File: config.mk
export PLATFORM = sky130hd
export DESIGN_NAME = named_decimal_parameter_parser
export DESIGN_NICKNAME = d
export VERILOG_FILES = /design/src/design/ndp_pkg.sv /design/src/design/ndp_mac10.sv /design/src/design/ndp_cfg.sv /design/src/design/named_decimal_parameter_parser.sv
export VERILOG_INCLUDE_DIRS = /design/src /design/src/design
export SDC_FILE = /design/constraint.sdc
export NUM_CORES = 1
export LEC_CHECK = 0
export ABC_AREA = 1
export BUFFER_PORTS_ARGS = -buffer_cell sky130_fd_sc_hd__clkbuf_2
export CORE_MARGIN = 5
export CORE_UTILIZATION = 51
export DETAILED_ROUTE_END_ITERATION = 10
export PLACE_DENSITY = 0.71
export SKIP_LAST_GASP = 1
export SYNTH_ARGS = -nofsm -noshare
export SYNTH_HDL_FRONTEND = slang
export SYNTH_HIERARCHICAL = 1
export SYNTH_SLANG_ARGS = --single-unit
File: constraint.sdc
create_clock -name i_clk -period 11.7 [get_ports i_clk]
set_input_delay 0.585 -clock i_clk [delete_from_list [all_inputs] [get_ports i_clk]]
set_output_delay 0.585 -clock i_clk [all_outputs]
set_load 0.05 [all_outputs]
File: src/design/assert_macros.svh
// ----------------------------------------------------------------------------
// assert_macros.svh
// Concurrent assertion helpers, compiled out for synthesis.
// ----------------------------------------------------------------------------
`ifndef ASSERT_MACROS_SVH
`define ASSERT_MACROS_SVH

`ifndef SYNTHESIS

// same-cycle implication
`define ASSERT_IMP(lbl, clk, rst_n, ante, cons) \
    lbl: assert property (@(posedge clk) disable iff (!(rst_n)) (ante) |-> (cons)) \
        else $error("assertion failed: same-cycle implication");

// next-cycle implication
`define ASSERT_NXT(lbl, clk, rst_n, ante, cons) \
    lbl: assert property (@(posedge clk) disable iff (!(rst_n)) (ante) |=> (cons)) \
        else $error("assertion failed: next-cycle implication");

`else

`define ASSERT_IMP(lbl, clk, rst_n, ante, cons)
`define ASSERT_NXT(lbl, clk, rst_n, ante, cons)

`endif

`endif

File: src/design/ndp_pkg.sv
// ----------------------------------------------------------------------------
// ndp_pkg
// Shared types and constants of the named decimal parameter parser.
// ----------------------------------------------------------------------------
`timescale 1ns / 1ps
`default_nettype none

package ndp_pkg;

    localparam int ACC_W      = 32;
    localparam int NAME_W     = 48;
    localparam int NAME_BYTES = 6;
    localparam int NAME_REGS  = 4;
    localparam int PADDR_W    = 6;
    localparam int PDATA_W    = 64;
    localparam int FCNT_W     = 4;

    // register indexes
    localparam logic [2:0] REG_SLOTS_IN_USE = 3'd4;

    localparam logic [7:0] CH_ZERO  = 8'h30;
    localparam logic [7:0] CH_NINE  = 8'h39;
    localparam logic [7:0] CH_SPACE = 8'h20;
    localparam logic [7:0] CH_DOT   = 8'h2e;

    localparam logic [FCNT_W-1:0] FRAC_MAX = 4'd9;

    typedef enum logic [1:0] {
        MODE_NAME,
        MODE_INT,
        MODE_FRAC
    } t_mode;

    typedef enum logic [1:0] {
        ST_IDLE,
        ST_EXEC,
        ST_MATCH,
        ST_EMIT
    } t_state;

endpackage

`default_nettype wire

File: src/design/ndp_mac10.sv
// ----------------------------------------------------------------------------
// ndp_mac10
// Shared decimal digit unit: acc * 10 + digit, saturated to 32 bits.
// ----------------------------------------------------------------------------
`timescale 1ns / 1ps
`default_nettype none

module ndp_mac10
    import ndp_pkg::*;
(
    input  wire logic [ACC_W-1:0] i_acc,
    input  wire logic [3:0]       i_digit,
    output logic      [ACC_W-1:0] o_sum
);

    logic [ACC_W+3:0] w_wide;

    // x*10 = x<<3 + x<<1
    assign w_wide = {1'b0, i_acc, 3'b000} + {3'b000, i_acc, 1'b0}
                  + {{ACC_W{1'b0}}, i_digit};

    always_comb begin
        if (w_wide[ACC_W+3:ACC_W] != 4'd0) begin
            o_sum = {ACC_W{1'b1}};
        end else begin
            o_sum = w_wide[ACC_W-1:0];
        end
    end

endmodule

`default_nettype wire

File: src/design/ndp_cfg.sv
// ----------------------------------------------------------------------------
// ndp_cfg
// APB register file: slot names and the number of slots in use.
// ----------------------------------------------------------------------------
`timescale 1ns / 1ps
`default_nettype none

module ndp_cfg
    import ndp_pkg::*;
#(
    parameter int SLOTS = 4,
    parameter int ACT_W = $clog2(SLOTS + 1)
) (
    input  wire logic               i_clk,
    input  wire logic               i_rst_n,
    input  wire logic               psel,
    input  wire logic               penable,
    input  wire logic               pwrite,
    input  wire logic [PADDR_W-1:0] paddr,
    input  wire logic [PDATA_W-1:0] pwdata,
    output logic      [PDATA_W-1:0] prdata,
    output logic                    pready,
    output logic      [NAME_W-1:0]  o_name [SLOTS],
    output logic      [ACT_W-1:0]   o_active
);

    logic [NAME_W-1:0] r_name [SLOTS];
    logic [2:0]        r_slots_in_use;
    logic [2:0]        w_idx;
    logic              w_wr;

    assign pready = 1'b1;
    assign w_idx  = paddr[PADDR_W-1:3];
    assign w_wr   = psel & penable & pwrite;

    always_ff @(posedge i_clk) begin
        if (!i_rst_n) begin
            for (int s = 0; s < SLOTS; s++) begin
                r_name[s] <= '0;
            end
            r_slots_in_use <= '0;
        end else if (w_wr) begin
            for (int s = 0; s < SLOTS; s++) begin
                if (s < NAME_REGS && w_idx == 3'(s)) begin
                    r_name[s] <= pwdata[NAME_W-1:0];
                end
            end
            if (w_idx == REG_SLOTS_IN_USE) begin
                r_slots_in_use <= pwdata[2:0];
            end
        end
    end

    always_comb begin
        prdata = '0;
        for (int s = 0; s < SLOTS; s++) begin
            if (s < NAME_REGS && w_idx == 3'(s)) begin
                prdata = {{(PDATA_W-NAME_W){1'b0}}, r_name[s]};
            end
        end
        if (w_idx == REG_SLOTS_IN_USE) begin
            prdata = {{(PDATA_W-3){1'b0}}, r_slots_in_use};
        end
    end

    // a count above the slot total counts as the total
    always_comb begin
        if (int'(r_slots_in_use) > SLOTS) begin
            o_active = ACT_W'(SLOTS);
        end else begin
            o_active = ACT_W'(r_slots_in_use);
        end
    end

    assign o_name = r_name;

endmodule

`default_nettype wire

File: src/design/named_decimal_parameter_parser.sv
// Each item is accepted in IDLE and decoded in EXEC. A digit that does not end the message,
// or a space or dot that does not end a run, then returns to IDLE; a name character goes on
// to MATCH, one slot compared per cycle through the shared byte compare. A run end scans the
// slots in EMIT and emits results, waiting while the output is stalled, then runs MATCH for a
// new name if the ending character is a name character. Ready stays low until the item is done.
// Reset is synchronous, active low, clears config and parse state.
// ----------------------------------------------------------------------------
// named_decimal_parameter_parser
// Parses "name [space] integer [.fraction]" items and emits one result per match.
// ----------------------------------------------------------------------------
`timescale 1ns / 1ps
`default_nettype none

`include "assert_macros.svh"

module named_decimal_parameter_parser
    import ndp_pkg::*;
#(
    parameter int SLOTS      = 4,
    parameter int NAME_CHARS = 6
) (
    input  wire logic               i_clk,
    input  wire logic               i_rst_n,
    input  wire logic               i_valid,
    output logic                    o_ready,
    input  wire logic [7:0]         i_char_in,
    input  wire logic               i_end_of_message,
    output logic                    o_valid,
    input  wire logic               i_ready,
    output logic      [1:0]         o_slot,
    output logic      [ACC_W-1:0]   o_integer_part,
    output logic      [ACC_W-1:0]   o_fraction_part,
    output logic      [FCNT_W-1:0]  o_fraction_digits,
    output logic                    o_last_of_run,
    input  wire logic               psel,
    input  wire logic               penable,
    input  wire logic               pwrite,
    input  wire logic [PADDR_W-1:0] paddr,
    input  wire logic [PDATA_W-1:0] pwdata,
    output logic      [PDATA_W-1:0] prdata,
    output logic                    pready
);

    localparam int SLOT_W = (SLOTS > 1) ? $clog2(SLOTS) : 1;
    localparam int ACT_W  = $clog2(SLOTS + 1);
    localparam int POS_W  = $clog2(NAME_CHARS + 1);
    localparam logic [POS_W-1:0]  POS_MAX   = POS_W'(NAME_CHARS);
    localparam logic [SLOT_W-1:0] SLOT_LAST = SLOT_W'(SLOTS - 1);

    logic [NAME_W-1:0] w_name [SLOTS];
    logic [ACT_W-1:0]  w_active;

    t_state            r_state, n_state;
    t_mode             r_mode;
    logic [7:0]        r_char;
    logic              r_eom;
    logic              r_then_match;
    logic [SLOT_W-1:0] r_ptr;
    logic [POS_W-1:0]  r_pos [SLOTS];
    logic [SLOTS-1:0]  r_rej;
    logic [ACC_W-1:0]  r_int;
    logic [ACC_W-1:0]  r_frac;
    logic [FCNT_W-1:0] r_frac_cnt;

    logic              w_is_digit, w_is_space, w_is_dot;
    logic [SLOTS-1:0]  w_in_use, w_match;
    logic              w_more;
    logic [ACC_W-1:0]  w_mac_acc, w_mac_sum;
    logic [POS_W-1:0]  w_pos_cur;
    logic [7:0]        w_byte;
    logic              w_out_free, w_load, w_emit_step, w_run_clear, w_ptr_last;
    logic [SLOT_W+1:0] w_ptr_ext;

    ndp_cfg #(.SLOTS(SLOTS), .ACT_W(ACT_W)) u_cfg (
        .i_clk    (i_clk),
        .i_rst_n  (i_rst_n),
        .psel     (psel),
        .penable  (penable),
        .pwrite   (pwrite),
        .paddr    (paddr),
        .pwdata   (pwdata),
        .prdata   (prdata),
        .pready   (pready),
        .o_name   (w_name),
        .o_active (w_active)
    );

    assign w_mac_acc = (r_mode == MODE_FRAC) ? r_frac : r_int;

    ndp_mac10 u_mac10 (
        .i_acc   (w_mac_acc),
        .i_digit (r_char[3:0]),
        .o_sum   (w_mac_sum)
    );

    always_comb begin
        w_is_digit = r_char inside {[CH_ZERO:CH_NINE]};
        w_is_space = (r_char == CH_SPACE);
        w_is_dot   = (r_char == CH_DOT);
    end

    always_comb begin
        for (int s = 0; s < SLOTS; s++) begin
            w_in_use[s] = (ACT_W'(s) < w_active);
            w_match[s]  = w_in_use[s] && !r_rej[s] && (r_pos[s] != '0);
        end
    end

    // any match above the current slot decides the last flag
    always_comb begin
        w_more = 1'b0;
        for (int s = 0; s < SLOTS; s++) begin
            if (SLOT_W'(s) > r_ptr && w_match[s]) begin
                w_more = 1'b1;
            end
        end
    end

    // name byte at the slot's current position
    assign w_pos_cur = r_pos[r_ptr];
    always_comb begin
        w_byte = '0;
        for (int k = 0; k < NAME_BYTES; k++) begin
            if (k < NAME_CHARS && w_pos_cur == POS_W'(k)) begin
                w_byte = w_name[r_ptr][8*k +: 8];
            end
        end
    end

    assign w_out_free = !o_valid || i_ready;
    assign w_ptr_last = (r_ptr == SLOT_LAST);
    assign w_ptr_ext  = (SLOT_W + 2)'(r_ptr);

    // next state
    always_comb begin
        n_state = r_state;
        case (r_state)
            ST_IDLE: begin
                if (i_valid) begin
                    n_state = ST_EXEC;
                end
            end
            ST_EXEC: begin
                if (w_is_digit) begin
                    n_state = r_eom ? ST_EMIT : ST_IDLE;
                end else if (r_mode == MODE_NAME) begin
                    n_state = w_is_space ? ST_IDLE : ST_MATCH;
                end else if (w_is_dot && r_mode == MODE_INT) begin
                    n_state = ST_IDLE;
                end else begin
                    n_state = ST_EMIT;
                end
            end
            ST_MATCH: begin
                if (w_ptr_last) begin
                    n_state = ST_IDLE;
                end
            end
            ST_EMIT: begin
                if (w_run_clear) begin
                    n_state = r_then_match ? ST_MATCH : ST_IDLE;
                end
            end
            default: n_state = ST_IDLE;
        endcase
    end

    // state outputs
    always_comb begin
        o_ready     = 1'b0;
        w_load      = 1'b0;
        w_emit_step = 1'b0;
        case (r_state)
            ST_IDLE: o_ready = 1'b1;
            ST_EMIT: begin
                w_load      = w_match[r_ptr] && w_out_free;
                w_emit_step = !w_match[r_ptr] || w_out_free;
            end
            default: ;
        endcase
    end

    assign w_run_clear = w_emit_step && w_ptr_last;

    always_ff @(posedge i_clk) begin
        if (!i_rst_n) begin
            r_state <= ST_IDLE;
        end else begin
            r_state <= n_state;
        end
    end

    always_ff @(posedge i_clk) begin
        if (i_valid && o_ready) begin
            r_char <= i_char_in;
            r_eom  <= i_end_of_message;
        end
    end

    always_ff @(posedge i_clk) begin
        if (!i_rst_n) begin
            r_mode       <= MODE_NAME;
            r_then_match <= 1'b0;
            r_ptr        <= '0;
            r_rej        <= '0;
            r_int        <= '0;
            r_frac       <= '0;
            r_frac_cnt   <= '0;
            for (int s = 0; s < SLOTS; s++) begin
                r_pos[s] <= '0;
            end
        end else begin
            case (r_state)
                ST_EXEC: begin
                    r_ptr        <= '0;
                    r_then_match <= !w_is_digit && !w_is_space;
                    if (w_is_digit) begin
                        if (r_mode == MODE_FRAC) begin
                            if (r_frac_cnt < FRAC_MAX) begin
                                r_frac     <= w_mac_sum;
                                r_frac_cnt <= r_frac_cnt + 1'b1;
                            end
                        end else begin
                            r_int  <= w_mac_sum;
                            r_mode <= MODE_INT;
                        end
                    end else if (r_mode == MODE_NAME && w_is_space && (|w_match)) begin
                        r_mode <= MODE_INT;
                    end else if (r_mode == MODE_INT && w_is_dot) begin
                        r_mode <= MODE_FRAC;
                    end
                end
                ST_MATCH: begin
                    r_ptr <= w_ptr_last ? '0 : r_ptr + 1'b1;
                    if (w_in_use[r_ptr] && !r_rej[r_ptr]) begin
                        if (w_pos_cur < POS_MAX && w_byte == r_char) begin
                            r_pos[r_ptr] <= w_pos_cur + 1'b1;
                        end else begin
                            r_rej[r_ptr] <= 1'b1;
                        end
                    end
                end
                ST_EMIT: begin
                    if (w_emit_step) begin
                        r_ptr <= w_ptr_last ? '0 : r_ptr + 1'b1;
                    end
                    if (w_run_clear) begin
                        r_mode     <= MODE_NAME;
                        r_rej      <= '0;
                        r_int      <= '0;
                        r_frac     <= '0;
                        r_frac_cnt <= '0;
                        for (int s = 0; s < SLOTS; s++) begin
                            r_pos[s] <= '0;
                        end
                    end
                end
                default: ;
            endcase
        end
    end

    // output register
    always_ff @(posedge i_clk) begin
        if (!i_rst_n) begin
            o_valid <= 1'b0;
        end else if (w_load) begin
            o_valid <= 1'b1;
        end else if (i_ready) begin
            o_valid <= 1'b0;
        end
    end

    always_ff @(posedge i_clk) begin
        if (w_load) begin
            o_slot            <= w_ptr_ext[1:0];
            o_integer_part    <= r_int;
            o_fraction_part   <= r_frac;
            o_fraction_digits <= r_frac_cnt;
            o_last_of_run     <= !w_more;
        end
    end

    `ASSERT_IMP(a_frac_cnt_max, i_clk, i_rst_n, 1'b1, r_frac_cnt <= FRAC_MAX)
    `ASSERT_IMP(a_match_in_name_mode, i_clk, i_rst_n, r_state == ST_MATCH, r_mode == MODE_NAME)
    `ASSERT_NXT(a_run_clears, i_clk, i_rst_n, w_run_clear, r_mode == MODE_NAME && r_int == '0)
    `ASSERT_NXT(a_accept_exec, i_clk, i_rst_n, i_valid && o_ready, r_state == ST_EXEC)

endmodule

`default_nettype wire

==> flow_summary_export.csv, run 1 <==
group,metric,value,unit
layout,area_growth,9.83,%
sta,layout_setup_ws,7020,ps
sta,fin_crit,4680,ps
logic_synthesis,async_flop_share,0,%
logic_synthesis,synth_top_area_share,25.2,%
sta,setup_violations,0,
clocking,post_cts_resized,0,
logic_synthesis,yosysWarnings,6,
sta,fin_tns_setup,0,ps
logic_synthesis,synth_ff_type,"dfxtp_1",
clocking,post_cts_buffers,0,
global_routing,grt_pass1_wl,104000,µm
routing,drc,0,
setup_path,cpPeakStageDelay,510,ps
logic_synthesis,syn_inst,3309,
setup_path,timing.rr.start,"r_mode[1]$_SDFFE_PN0P_",
setup_path,arrival,5100,ps
logic_synthesis,ys_seq_area_share,37.8,%
logic_synthesis,synth_seq_cells,369,
worst_hold_path,worstHoldEndpoint,"r_char[3]$_DFFE_PP_",
routing,wire_per_inst,16.2,µm
clocking,htreeDepth,2,
sta,maxSlewViolCount,0,
setup_path,crit_slowest_cell,"buf_4",
clocking,root_buffer,"clkbuf_16",
placement,io_buffers,187,
placement,post-place-cells,3922,
global_routing,track_usage,26.7,%
sta,skew,14.0,ps
layout,layout-drive-gt1-share,11.8,%
layout,fin_cells,3996,
logic_synthesis,netlist_area,0.0220,mm²
power_and_ir_drop,p_leak,11.5,nW
routing,vias_per_cell,5.31,
setup_path,reg2reg_depth,25,
sta,slew-limit-headroom,26.9,%
routing,num_vias,21200,
clocking,cts_hold_buffers,0,
layout,regArea,0.00831,mm²
setup_path,crit_path_start_kind,"flip-flop",
power_and_ir_drop,ir_worst_vdd,113,µV
floorplanning,die-area,0.0474,mm²
logic_synthesis,synth_edf_count,92,
placement,pre_cts_ws,7140,ps
clocking,clk_latency,570,ps
status,status,"finished clean",
power_and_ir_drop,total_power,4.39,mW
layout,antenna_cells,0,
floorplanning,die_w,218,µm
routing,dr.pass1.iters,6,
job,drv_cap,0,
layout,multi_input_area,0.0115,mm²
setup_path,cp_max_fo,58,
floorplanning,rows,76,
setup_path,path_class,"reg -> reg",
logic_synthesis,synth_cell_types,58,
clocking,path_clk_slew,60,ps
placement,globalplace.congestion,0.925,
layout,nets,3543,
routing,drtIter0Drc,1907,
setup_path,critPathRequiredTime,12110,ps
setup_path,path_common_cell,"nand2_1",
clocking,cts.path.max_buffers,3,
layout,layout_commonest_cell,"nand2_1",
clocking,cts_sinks,369,
setup_path,worstReg2RegEnd,"r_int[0]$_SDFFE_PN0P_",
worst_hold_path,min-delay-start,"i_char_in[3]",
routing,ant_nets,0,
routing,wl,64800,µm
floorplanning,coreArea,0.0429,mm²
placement,dp_hpwl,42600,µm
global_routing,grt_max_degree,105,
global_routing,antenna_found_initial,0,
clocking,numCtsBuffers,42,
worst_hold_path,hold_class,"in -> reg",
logic_synthesis,synth.area.top_cells,"dfxtp_1 25%, nand2_1 16%, edfxtp_1 13%, nor2_1 12%, inv_1 5.1%",
global_routing,grt_pass1_vias,20000,
sta,rsz0062_at_grt,"no",
global_routing,grt.overflow.total,0,
floorplanning,ioPinCount,224,
layout,nFillCells,4199,
setup_path,cp_top_family,"simple AND/OR/NAND/NOR gates",
sta,fin_crit_sh,40.0,%
floorplanning,start_util,51.3,%
logic_synthesis,yosysTopAreaCell,"dfxtp_1",
sta,tightest_slew,1090,ps
setup_path,endpoint_kind,"flip-flop",
worst_hold_path,whs_path_depth,1,
setup_path,reg2reg_slack,7020,ps
sta,hold_viol_final,0,
setup_path,crit_buf_inv,6,
sta,holdWs,199,ps
sta,fmax,214,MHz
clocking,cts_tree,"done",
power_and_ir_drop,p_per_area,182,mW/mm²
layout,layout_common_cells,"946 x nand2_1, 687 x nor2_1, 298 x inv_1, 276 x dfxtp_1, 186 x clkbuf_2",
floorplanning,die_y,218,µm
logic_synthesis,synth_area_per_cell,6.65,µm²
sequential cells by signal, summed over array words and instances (netlist names), named ones only:
register	cells
r_eom	1
r_pos	12
r_mode	2
r_rej	4
o_slot	2
u_cfg/o_name	192
o_fraction_digits	4
o_valid	1
o_last_of_run	1
u_cfg/r_slots_in_use	3
r_then_match	1
o_integer_part	32
r_int	32
r_frac	32
r_char	8
o_fraction_part	32
r_state	2
r_frac_cnt	4
r_ptr	2
kinds of logic after synthesis:
| logic type | synth area share, % |
|---|---|
| AOI/OAI and AO/OA | 8.85 |
| xor gates and xnor gates | 0.677 |
| adders and majority gates | 4.39 |
| buffers and inverters | 10.4 |
| DFF | 37.8 |
| muxes | 0.358 |
| other | 0.0341 |
| and+or+nand+nor | 37.5 |
worst max-delay path by stage:
| stage | startpoint | end | slack (ps) | cells past startpoint |
|---|---|---|---|---|
| 6_report | r_mode[1]$_SDFFE_PN0P_ | r_int[0]$_SDFFE_PN0P_ | 7020 | 25 |
| 5_1_grt | r_mode[1]$_SDFFE_PN0P_ | r_int[2]$_SDFFE_PN0P_ | 6650 | 25 |
| 4_1_cts | r_mode[1]$_SDFFE_PN0P_ | r_int[5]$_SDFFE_PN0P_ | 7070 | 25 |
| 3_5_place_dp | r_mode[1]$_SDFFE_PN0P_ | r_int[21]$_SDFFE_PN0P_ | 7140 | 24 |
| 3_3_place_gp | r_mode[1]$_SDFFE_PN0P_ | r_int[31]$_SDFFE_PN0P_ | 7210 | 24 |
| 2_1_floorplan | u_cfg/r_slots_in_use[2]$_SDFFE_PN0P_ | o_fraction_digits[0]$_DFFE_PP_ | 7050 | 11 |
layout make-up:
class | count | area share, %
well taps | 585 | 3.03
clock inverters | 12 | 0.425
clock buffers | 62 | 5.00
inverters | 320 | 4.98
repair buffers | 210 | 4.61
multi-input cells | 2438 | 47.6
flip-flops and latches | 369 | 34.4
power breakdown:
part	internal [mW]	switching [mW]	leakage (nW)
sequential	1.39	0.0793	3.11
clock	0.737	0.534	0.639
combinational	0.526	1.12	7.72
per-layer routing:
metal,part of all wire (%),track usage [%]
met1,42,34.7
met2,47,44.6
met3,7.3,4.64
met4,3.9,10.7
met5,0,0
Yosys cell counts (3+ instances only):
cell type / count
clkbuf_1: 78
xnor2_1: 14
o221ai_1: 4
o211ai_1: 4
a211oi_1: 7
o21ai_0: 142
a21oi_1: 129
a21oi_2: 8
nor2_1: 689
o22ai_1: 10
or2_2: 6
buf_8: 3
inv_2: 19
buf_2: 59
buf_6: 16
mux2_2: 7
edfxtp_1: 92
nand2_4: 3
nor2_2: 10
nand3_2: 35
dfxtp_1: 277
nand2_1: 946
nand2_2: 27
o21bai_1: 6
nand3_1: 165
nor3_2: 3
nand3b_1: 6
buf_4: 34
buf_1: 7
ha_1: 74
xor2_1: 3
o21ai_1: 23
nand4_1: 54
nor3_1: 10
inv_1: 298
a32o_1: 8
stage by stage:
step	cell area [µm²]	utilization [%]
finish	24200	56.4
floorplan	22100	-
global route	24200	56.4
detailed placement	22900	53.3
global placement	22900	53.3
CTS	24200	56.4
Note: power is estimated with default switching activity, not from simulation.
==> run 2, diff against run 1 <==
==> constraint.sdc (replaced) <==
create_clock -name i_clk -period 4.9 [get_ports i_clk]
set_input_delay 0.245 -clock i_clk [delete_from_list [all_inputs] [get_ports i_clk]]
set_output_delay 0.245 -clock i_clk [all_outputs]
set_load 0.05 [all_outputs]
==> flow_summary_export.csv, run 2 (synthesis results as in run 1) <==
group,metric,value,unit
status,status,"finished clean",
routing,wl,65700,µm
floorplanning,die_y,218,µm
clocking,clk_latency,570,ps
layout,nets,3619,
clocking,cts.path.max_buffers,3,
floorplanning,rows,76,
routing,dr.pass1.iters,6,
clocking,htreeDepth,2,
global_routing,antenna_found_initial,0,
global_routing,track_usage,27.1,%
floorplanning,coreArea,0.0429,mm²
layout,largest_register_ffs,192,
clocking,post_cts_resized,0,
power_and_ir_drop,p_per_area,434,mW/mm²
clocking,cts_sinks,369,
routing,drc,0,
global_routing,grt_max_degree,86,
sta,fin_tns_setup,0,ps
sta,setup_violations,0,
layout,layout_common_cells,"946 x nand2_1, 687 x nor2_1, 298 x inv_1, 276 x dfxtp_1, 186 x clkbuf_2",
layout,multi_input_area,0.0115,mm²
routing,wire_per_inst,16.1,µm
routing,num_vias,21500,
layout,layout-drive-gt1-share,12.2,%
setup_path,endpoint_kind,"flip-flop",
power_and_ir_drop,ir_worst_vdd,308,µV
clocking,cts_tree,"done",
sta,hold_viol_final,0,
placement,globalplace.congestion,0.937,
setup_path,worstReg2RegEnd,"r_int[31]$_SDFFE_PN0P_",
layout,antenna_cells,0,
floorplanning,die-area,0.0474,mm²
sta,rsz0062_at_grt,"no",
setup_path,timing.rr.start,"r_mode[1]$_SDFFE_PN0P_",
worst_hold_path,hold_class,"in -> reg",
sta,skew,28.9,ps
layout,area_growth,14.1,%
placement,dp_hpwl,43900,µm
clocking,root_buffer,"clkbuf_16",
layout,nFillCells,4089,
setup_path,critPathRequiredTime,5320,ps
routing,vias_per_cell,5.28,
clocking,numCtsBuffers,42,
floorplanning,start_util,51.3,%
global_routing,grt_pass1_wl,105000,µm
floorplanning,ioPinCount,224,
sta,maxSlewViolCount,0,
global_routing,grt.overflow.total,0,
setup_path,reg2reg_slack,640,ps
power_and_ir_drop,p_leak,11.9,nW
layout,layout_commonest_cell,"nand2_1",
sta,fin_crit,4260,ps
floorplanning,die_w,218,µm
sta,tightest_slew,1110,ps
worst_hold_path,worstHoldEndpoint,"r_state[1]$_SDFFE_PN0P_",
setup_path,crit_path_start_kind,"flip-flop",
sta,fin_crit_sh,87.0,%
clocking,path_clk_slew,60,ps
setup_path,reg2reg_depth,25,
setup_path,cp_max_fo,19,
sta,slew-limit-headroom,25.7,%
clocking,cts_hold_buffers,57,
job,drv_cap,0,
layout,regArea,0.00831,mm²
clocking,post_cts_buffers,0,
global_routing,grt_pass1_vias,20300,
routing,drtIter0Drc,1993,
worst_hold_path,min-delay-start,"i_valid",
worst_hold_path,whs_path_depth,5,
sta,fmax,234,MHz
layout,design_area,0.0251,mm²
placement,dpl-instance-area,0.0231,mm²
setup_path,arrival,4680,ps
placement,io_buffers,187,
routing,ant_nets,0,
setup_path,path_class,"reg -> reg",
[run 2: cell types whose count changed in the layout (fill, tap and decap cells not counted), moves of 4 or more]
cell | before | now
bufinv_16 | 1 | 5
buf_12 | 0 | 6
dlygate4sd3_1 | 0 | 57
clkbuf_1 | 13 | 6
buf_4 | 23 | 36
clkbuf_8 | 6 | 11
[run 2: layout make-up]
type | count | area share, %
Inverter | 320 | 4.79
Timing Repair Buffer | 286 | 7.58
Clock inverter | 14 | 0.852
Multi-Input combinational cell | 2438 | 45.8
Clock buffer | 60 | 4.98
Tap cell | 585 | 2.92
Sequential cell | 369 | 33.1
[run 2: critical path, stage by stage (launching register included)]
cell and delay (ps):
dfxtp_1 350, inv_1 90, nor2_4 270, buf_4 240
o21ai_0 150, ha_1 320, ha_1 200, inv_1 80
fa_1 470, inv_1 70, nand2_1 40, nand2_1 110
nand3_1 100, nand2_2 120, nand2_2 60, nand2_2 120
nand2_2 80, nand3_2 80, nand2_4 80, nor2_8 390
buf_4 220, nand3_1 70, inv_1 70, nor2_1 50
o21ai_0 190, a21oi_1 70
[run 2: report_power, final]
part / switching [mW] / internal [mW]
sequential: 0.127 / 3.32
combinational: 2.77 / 1.35
clock: 1.30 / 2.04
total: 4.19 / 6.71
[run 2: stage by stage]
step	power [mW]	util, %	std cells	hold slack [ps]	setup slack (ps)
final	10.9	58.5	4072	116	635
after global routing	11.6	58.5	4072	120	322
after CTS	10.9	58.5	4072	57.9	646
after detailed placement	7.53	53.8	3941	415	726
after global placement	7.47	53.8	3941	415	784
after floorplan	6.64	-	3324	344	250
[run 2: per-layer routing]
| layer | track usage [%] | routed length, µm |
|---|---|---|
| met1 | 35.2 | 27700 |
| met2 | 45.6 | 31000 |
| met3 | 3.21 | 4290 |
| met4 | 11.9 | 2640 |
| met5 | 0 | 0 |
[run 2: worst max-delay path by stage]
stage / from / end
after floorplan: u_cfg/r_slots_in_use[2]$_SDFFE_PN0P_ / o_fraction_digits[0]$_DFFE_PP_
after global placement: r_mode[1]$_SDFFE_PN0P_ / r_int[31]$_SDFFE_PN0P_
after detailed placement: r_mode[1]$_SDFFE_PN0P_ / r_int[10]$_SDFFE_PN0P_
after CTS: r_mode[1]$_SDFFE_PN0P_ / r_int[31]$_SDFFE_PN0P_
after global routing: r_mode[1]$_SDFFE_PN0P_ / r_int[2]$_SDFFE_PN0P_
final: r_mode[1]$_SDFFE_PN0P_ / r_int[31]$_SDFFE_PN0P_
==> run 3, diff against run 2 <==
--- a/config.mk
+++ b/config.mk
@@ -8,7 +8,6 @@
 export LEC_CHECK = 0
 export ABC_AREA = 1
 export BUFFER_PORTS_ARGS = -buffer_cell sky130_fd_sc_hd__clkbuf_2
-export CORE_MARGIN = 5
 export CORE_UTILIZATION = 51
 export DETAILED_ROUTE_END_ITERATION = 10
 export PLACE_DENSITY = 0.71
==> flow_summary_export.csv, run 3 (synthesis results as in run 1) <==
group,metric,value,unit
clocking,root_buffer,"clkbuf_16",
setup_path,cp_num_cells,23,
clocking,post_cts_resized,0,
global_routing,grt_pass1_wl,105000,µm
floorplanning,ioPinCount,224,
layout,largest_register_ffs,192,
clocking,htreeDepth,2,
power_and_ir_drop,total_power,10.9,mW
global_routing,grt_pass1_vias,20300,
routing,wl,65700,µm
power_and_ir_drop,intPower,6.68,mW
routing,num_vias,21400,
setup_path,crit_buf_inv,5,
setup_path,cp_max_fo,27,
clocking,cts_sinks,369,
setup_path,startpoint,"r_mode[1]$_SDFFE_PN0P_",
layout,fin_cells,4025,
routing,ant_nets,0,
floorplanning,die_y,210,µm
sta,fin_crit,4240,ps
setup_path,worstReg2RegEnd,"r_int[1]$_SDFFE_PN0P_",
setup_path,path_class,"reg -> reg",
placement,post-place-cells,3893,
routing,vias_per_cell,5.33,
clocking,clk_latency,580,ps
setup_path,critPathRequiredTime,5350,ps
routing,drc,0,
setup_path,crit_chain,"inv_1 -> nor2_4 -> buf_12 -> mux2_2 -> ha_1 -> ha_1 -> nand2_1 -> inv_1 -> nand2_1 -> nand2_1 -> nand2_1 -> nand2_1 -> a21oi_2 -> nand2_1 -> nand2_1 -> nand2_2 -> nor2_8 -> buf_12 -> nand3_2 -> nand2_1 -> inv_1 -> o21ai_0 -> a21oi_1",
placement,dpl-instance-area,0.0230,mm²
placement,dp_hpwl,43100,µm
routing,dr.pass1.iters,6,
power_and_ir_drop,p_comb_share,37.9,%
status,status,"finished clean",
power_and_ir_drop,p_sw,4.21,mW
power_and_ir_drop,swShare,38.7,%
job,drv_cap,0,
sta,rsz0062_at_grt,"no",
floorplanning,die_w,210,µm
routing,wire_per_inst,16.3,µm
layout,layout-drive-gt1-share,12.3,%
power_and_ir_drop,p_per_area,435,mW/mm²
power_and_ir_drop,p_leak,11.9,nW
setup_path,cp_top_family,"simple AND/OR/NAND/NOR gates",
layout,layout_commonest_cell,"nand2_1",
layout,nFillCells,3996,
sta,skew,26.2,ps
sta,holdWs,70.6,ps
floorplanning,start_util,52.1,%
global_routing,grt_max_degree,104,
setup_path,reg2reg_depth,23,
layout,nets,3617,
sta,hold_viol_final,0,
floorplanning,rows,75,
setup_path,path_common_cell,"nand2_1",
sta,slew-limit-headroom,24.6,%
sta,setup_violations,0,
sta,fin_crit_sh,86.5,%
floorplanning,die-area,0.0440,mm²
floorplanning,coreArea,0.0422,mm²
power_and_ir_drop,seqPwrFrac,31.7,%
worst_hold_path,min-delay-start,"i_rst_n",
sta,maxSlewViolCount,0,
setup_path,reg2reg_slack,660,ps
clocking,cts_tree,"done",
setup_path,arrival,4690,ps
power_and_ir_drop,ir_worst_vdd,260,µV
sta,fin_tns_setup,0,ps
layout,area_growth,13.9,%
clocking,path_clk_slew,60,ps
global_routing,track_usage,29.7,%
setup_path,crit_slowest_cell,"nor2_4",
clocking,cts.path.max_buffers,3,
worst_hold_path,hold_class,"in -> reg",
sta,tightest_slew,1130,ps
layout,antenna_cells,0,
worst_hold_path,whs_path_depth,2,
layout,design_area,0.0251,mm²
layout,layout_common_cells,"946 x nand2_1, 687 x nor2_1, 298 x inv_1, 276 x dfxtp_1, 186 x clkbuf_2",
setup_path,timing.rr.start,"r_mode[1]$_SDFFE_PN0P_",
clocking,post_cts_buffers,0,
global_routing,antenna_found_initial,0,
routing,drtIter0Drc,1687,
global_routing,grt.overflow.total,0,
power_and_ir_drop,pwr-share-clk,30.4,%
setup_path,endpoint_kind,"flip-flop",
sta,fmax,236,MHz
setup_path,cpPeakStageDelay,410,ps
placement,io_buffers,187,
worst_hold_path,worstHoldEndpoint,"o_valid$_SDFFE_PN0P_",
setup_path,crit_path_start_kind,"flip-flop",
placement,globalplace.congestion,0.944,
clocking,numCtsBuffers,42,
==> run 3: metal layers <==
metal	GRT usage, %	wire length [µm]
met5	0	0
met4	10.5	2070
met3	3.88	4230
met2	51.4	31300
met1	38.0	28100
==> run 3: worst max path at each step <==
stage                                                end  slack [ps]
after detailed placement           r_int[1]$_SDFFE_PN0P_         710
after global placement            r_int[23]$_SDFFE_PN0P_         750
after floorplan           o_fraction_digits[0]$_DFFE_PP_         250
after global routing              r_int[23]$_SDFFE_PN0P_         350
final                              r_int[1]$_SDFFE_PN0P_         660
after CTS                         r_int[23]$_SDFFE_PN0P_         670
==> run 3: what timing repair did <==
item / in CTS / in global routing
hold buffers: 57 / 0
endpoints found under the hold margin: 78 / 0
endpoints found under the setup margin: 0 / 0
==> run 3: cell type report <==
cell class                 instances  area [µm²]  area share (%)
multi-input combinational       2438       11500            45.8
sequential                       369        8310            33.2
timing repair buffer             284        1910            7.63
clock buffer                      60        1290            5.16
inverter                         320        1200            4.80
tap                              539         674            2.69
clock inverter                    15         178           0.709
==> run 3: worst reg2reg max path, stage by stage (launching register included) <==
cell     delay (ps)
dfxtp_1         360
inv_1            90
nor2_4          410
buf_12          250
mux2_2          420
ha_1            290
ha_1            350
nand2_1         170
inv_1            50
nand2_1          60
nand2_1          70
nand2_1          80
nand2_1          90
a21oi_2         210
nand2_1          80
nand2_1          70
nand2_2          80
nor2_8          320
buf_12          220
nand3_2          90
nand2_1         100
inv_1            60
o21ai_0         160
a21oi_1          50
==> run 3: power groups by stage <==
stage	clock (mW)	sequential (mW)	combinational [mW]
finish	3.32	3.45	4.12
detailed placement	0	3.51	4.03
global placement	0	3.51	3.97
CTS	3.36	3.45	4.09
floorplan	0	3.49	3.15
global route	3.48	3.47	4.60
==> run 3: metrics by stage <==
step,worst slack (ps),util [%]
after floorplan,250,-
after global placement,754,54.5
after detailed placement,710,54.5
after CTS,674,59.4
after global routing,349,59.4
final,663,59.4
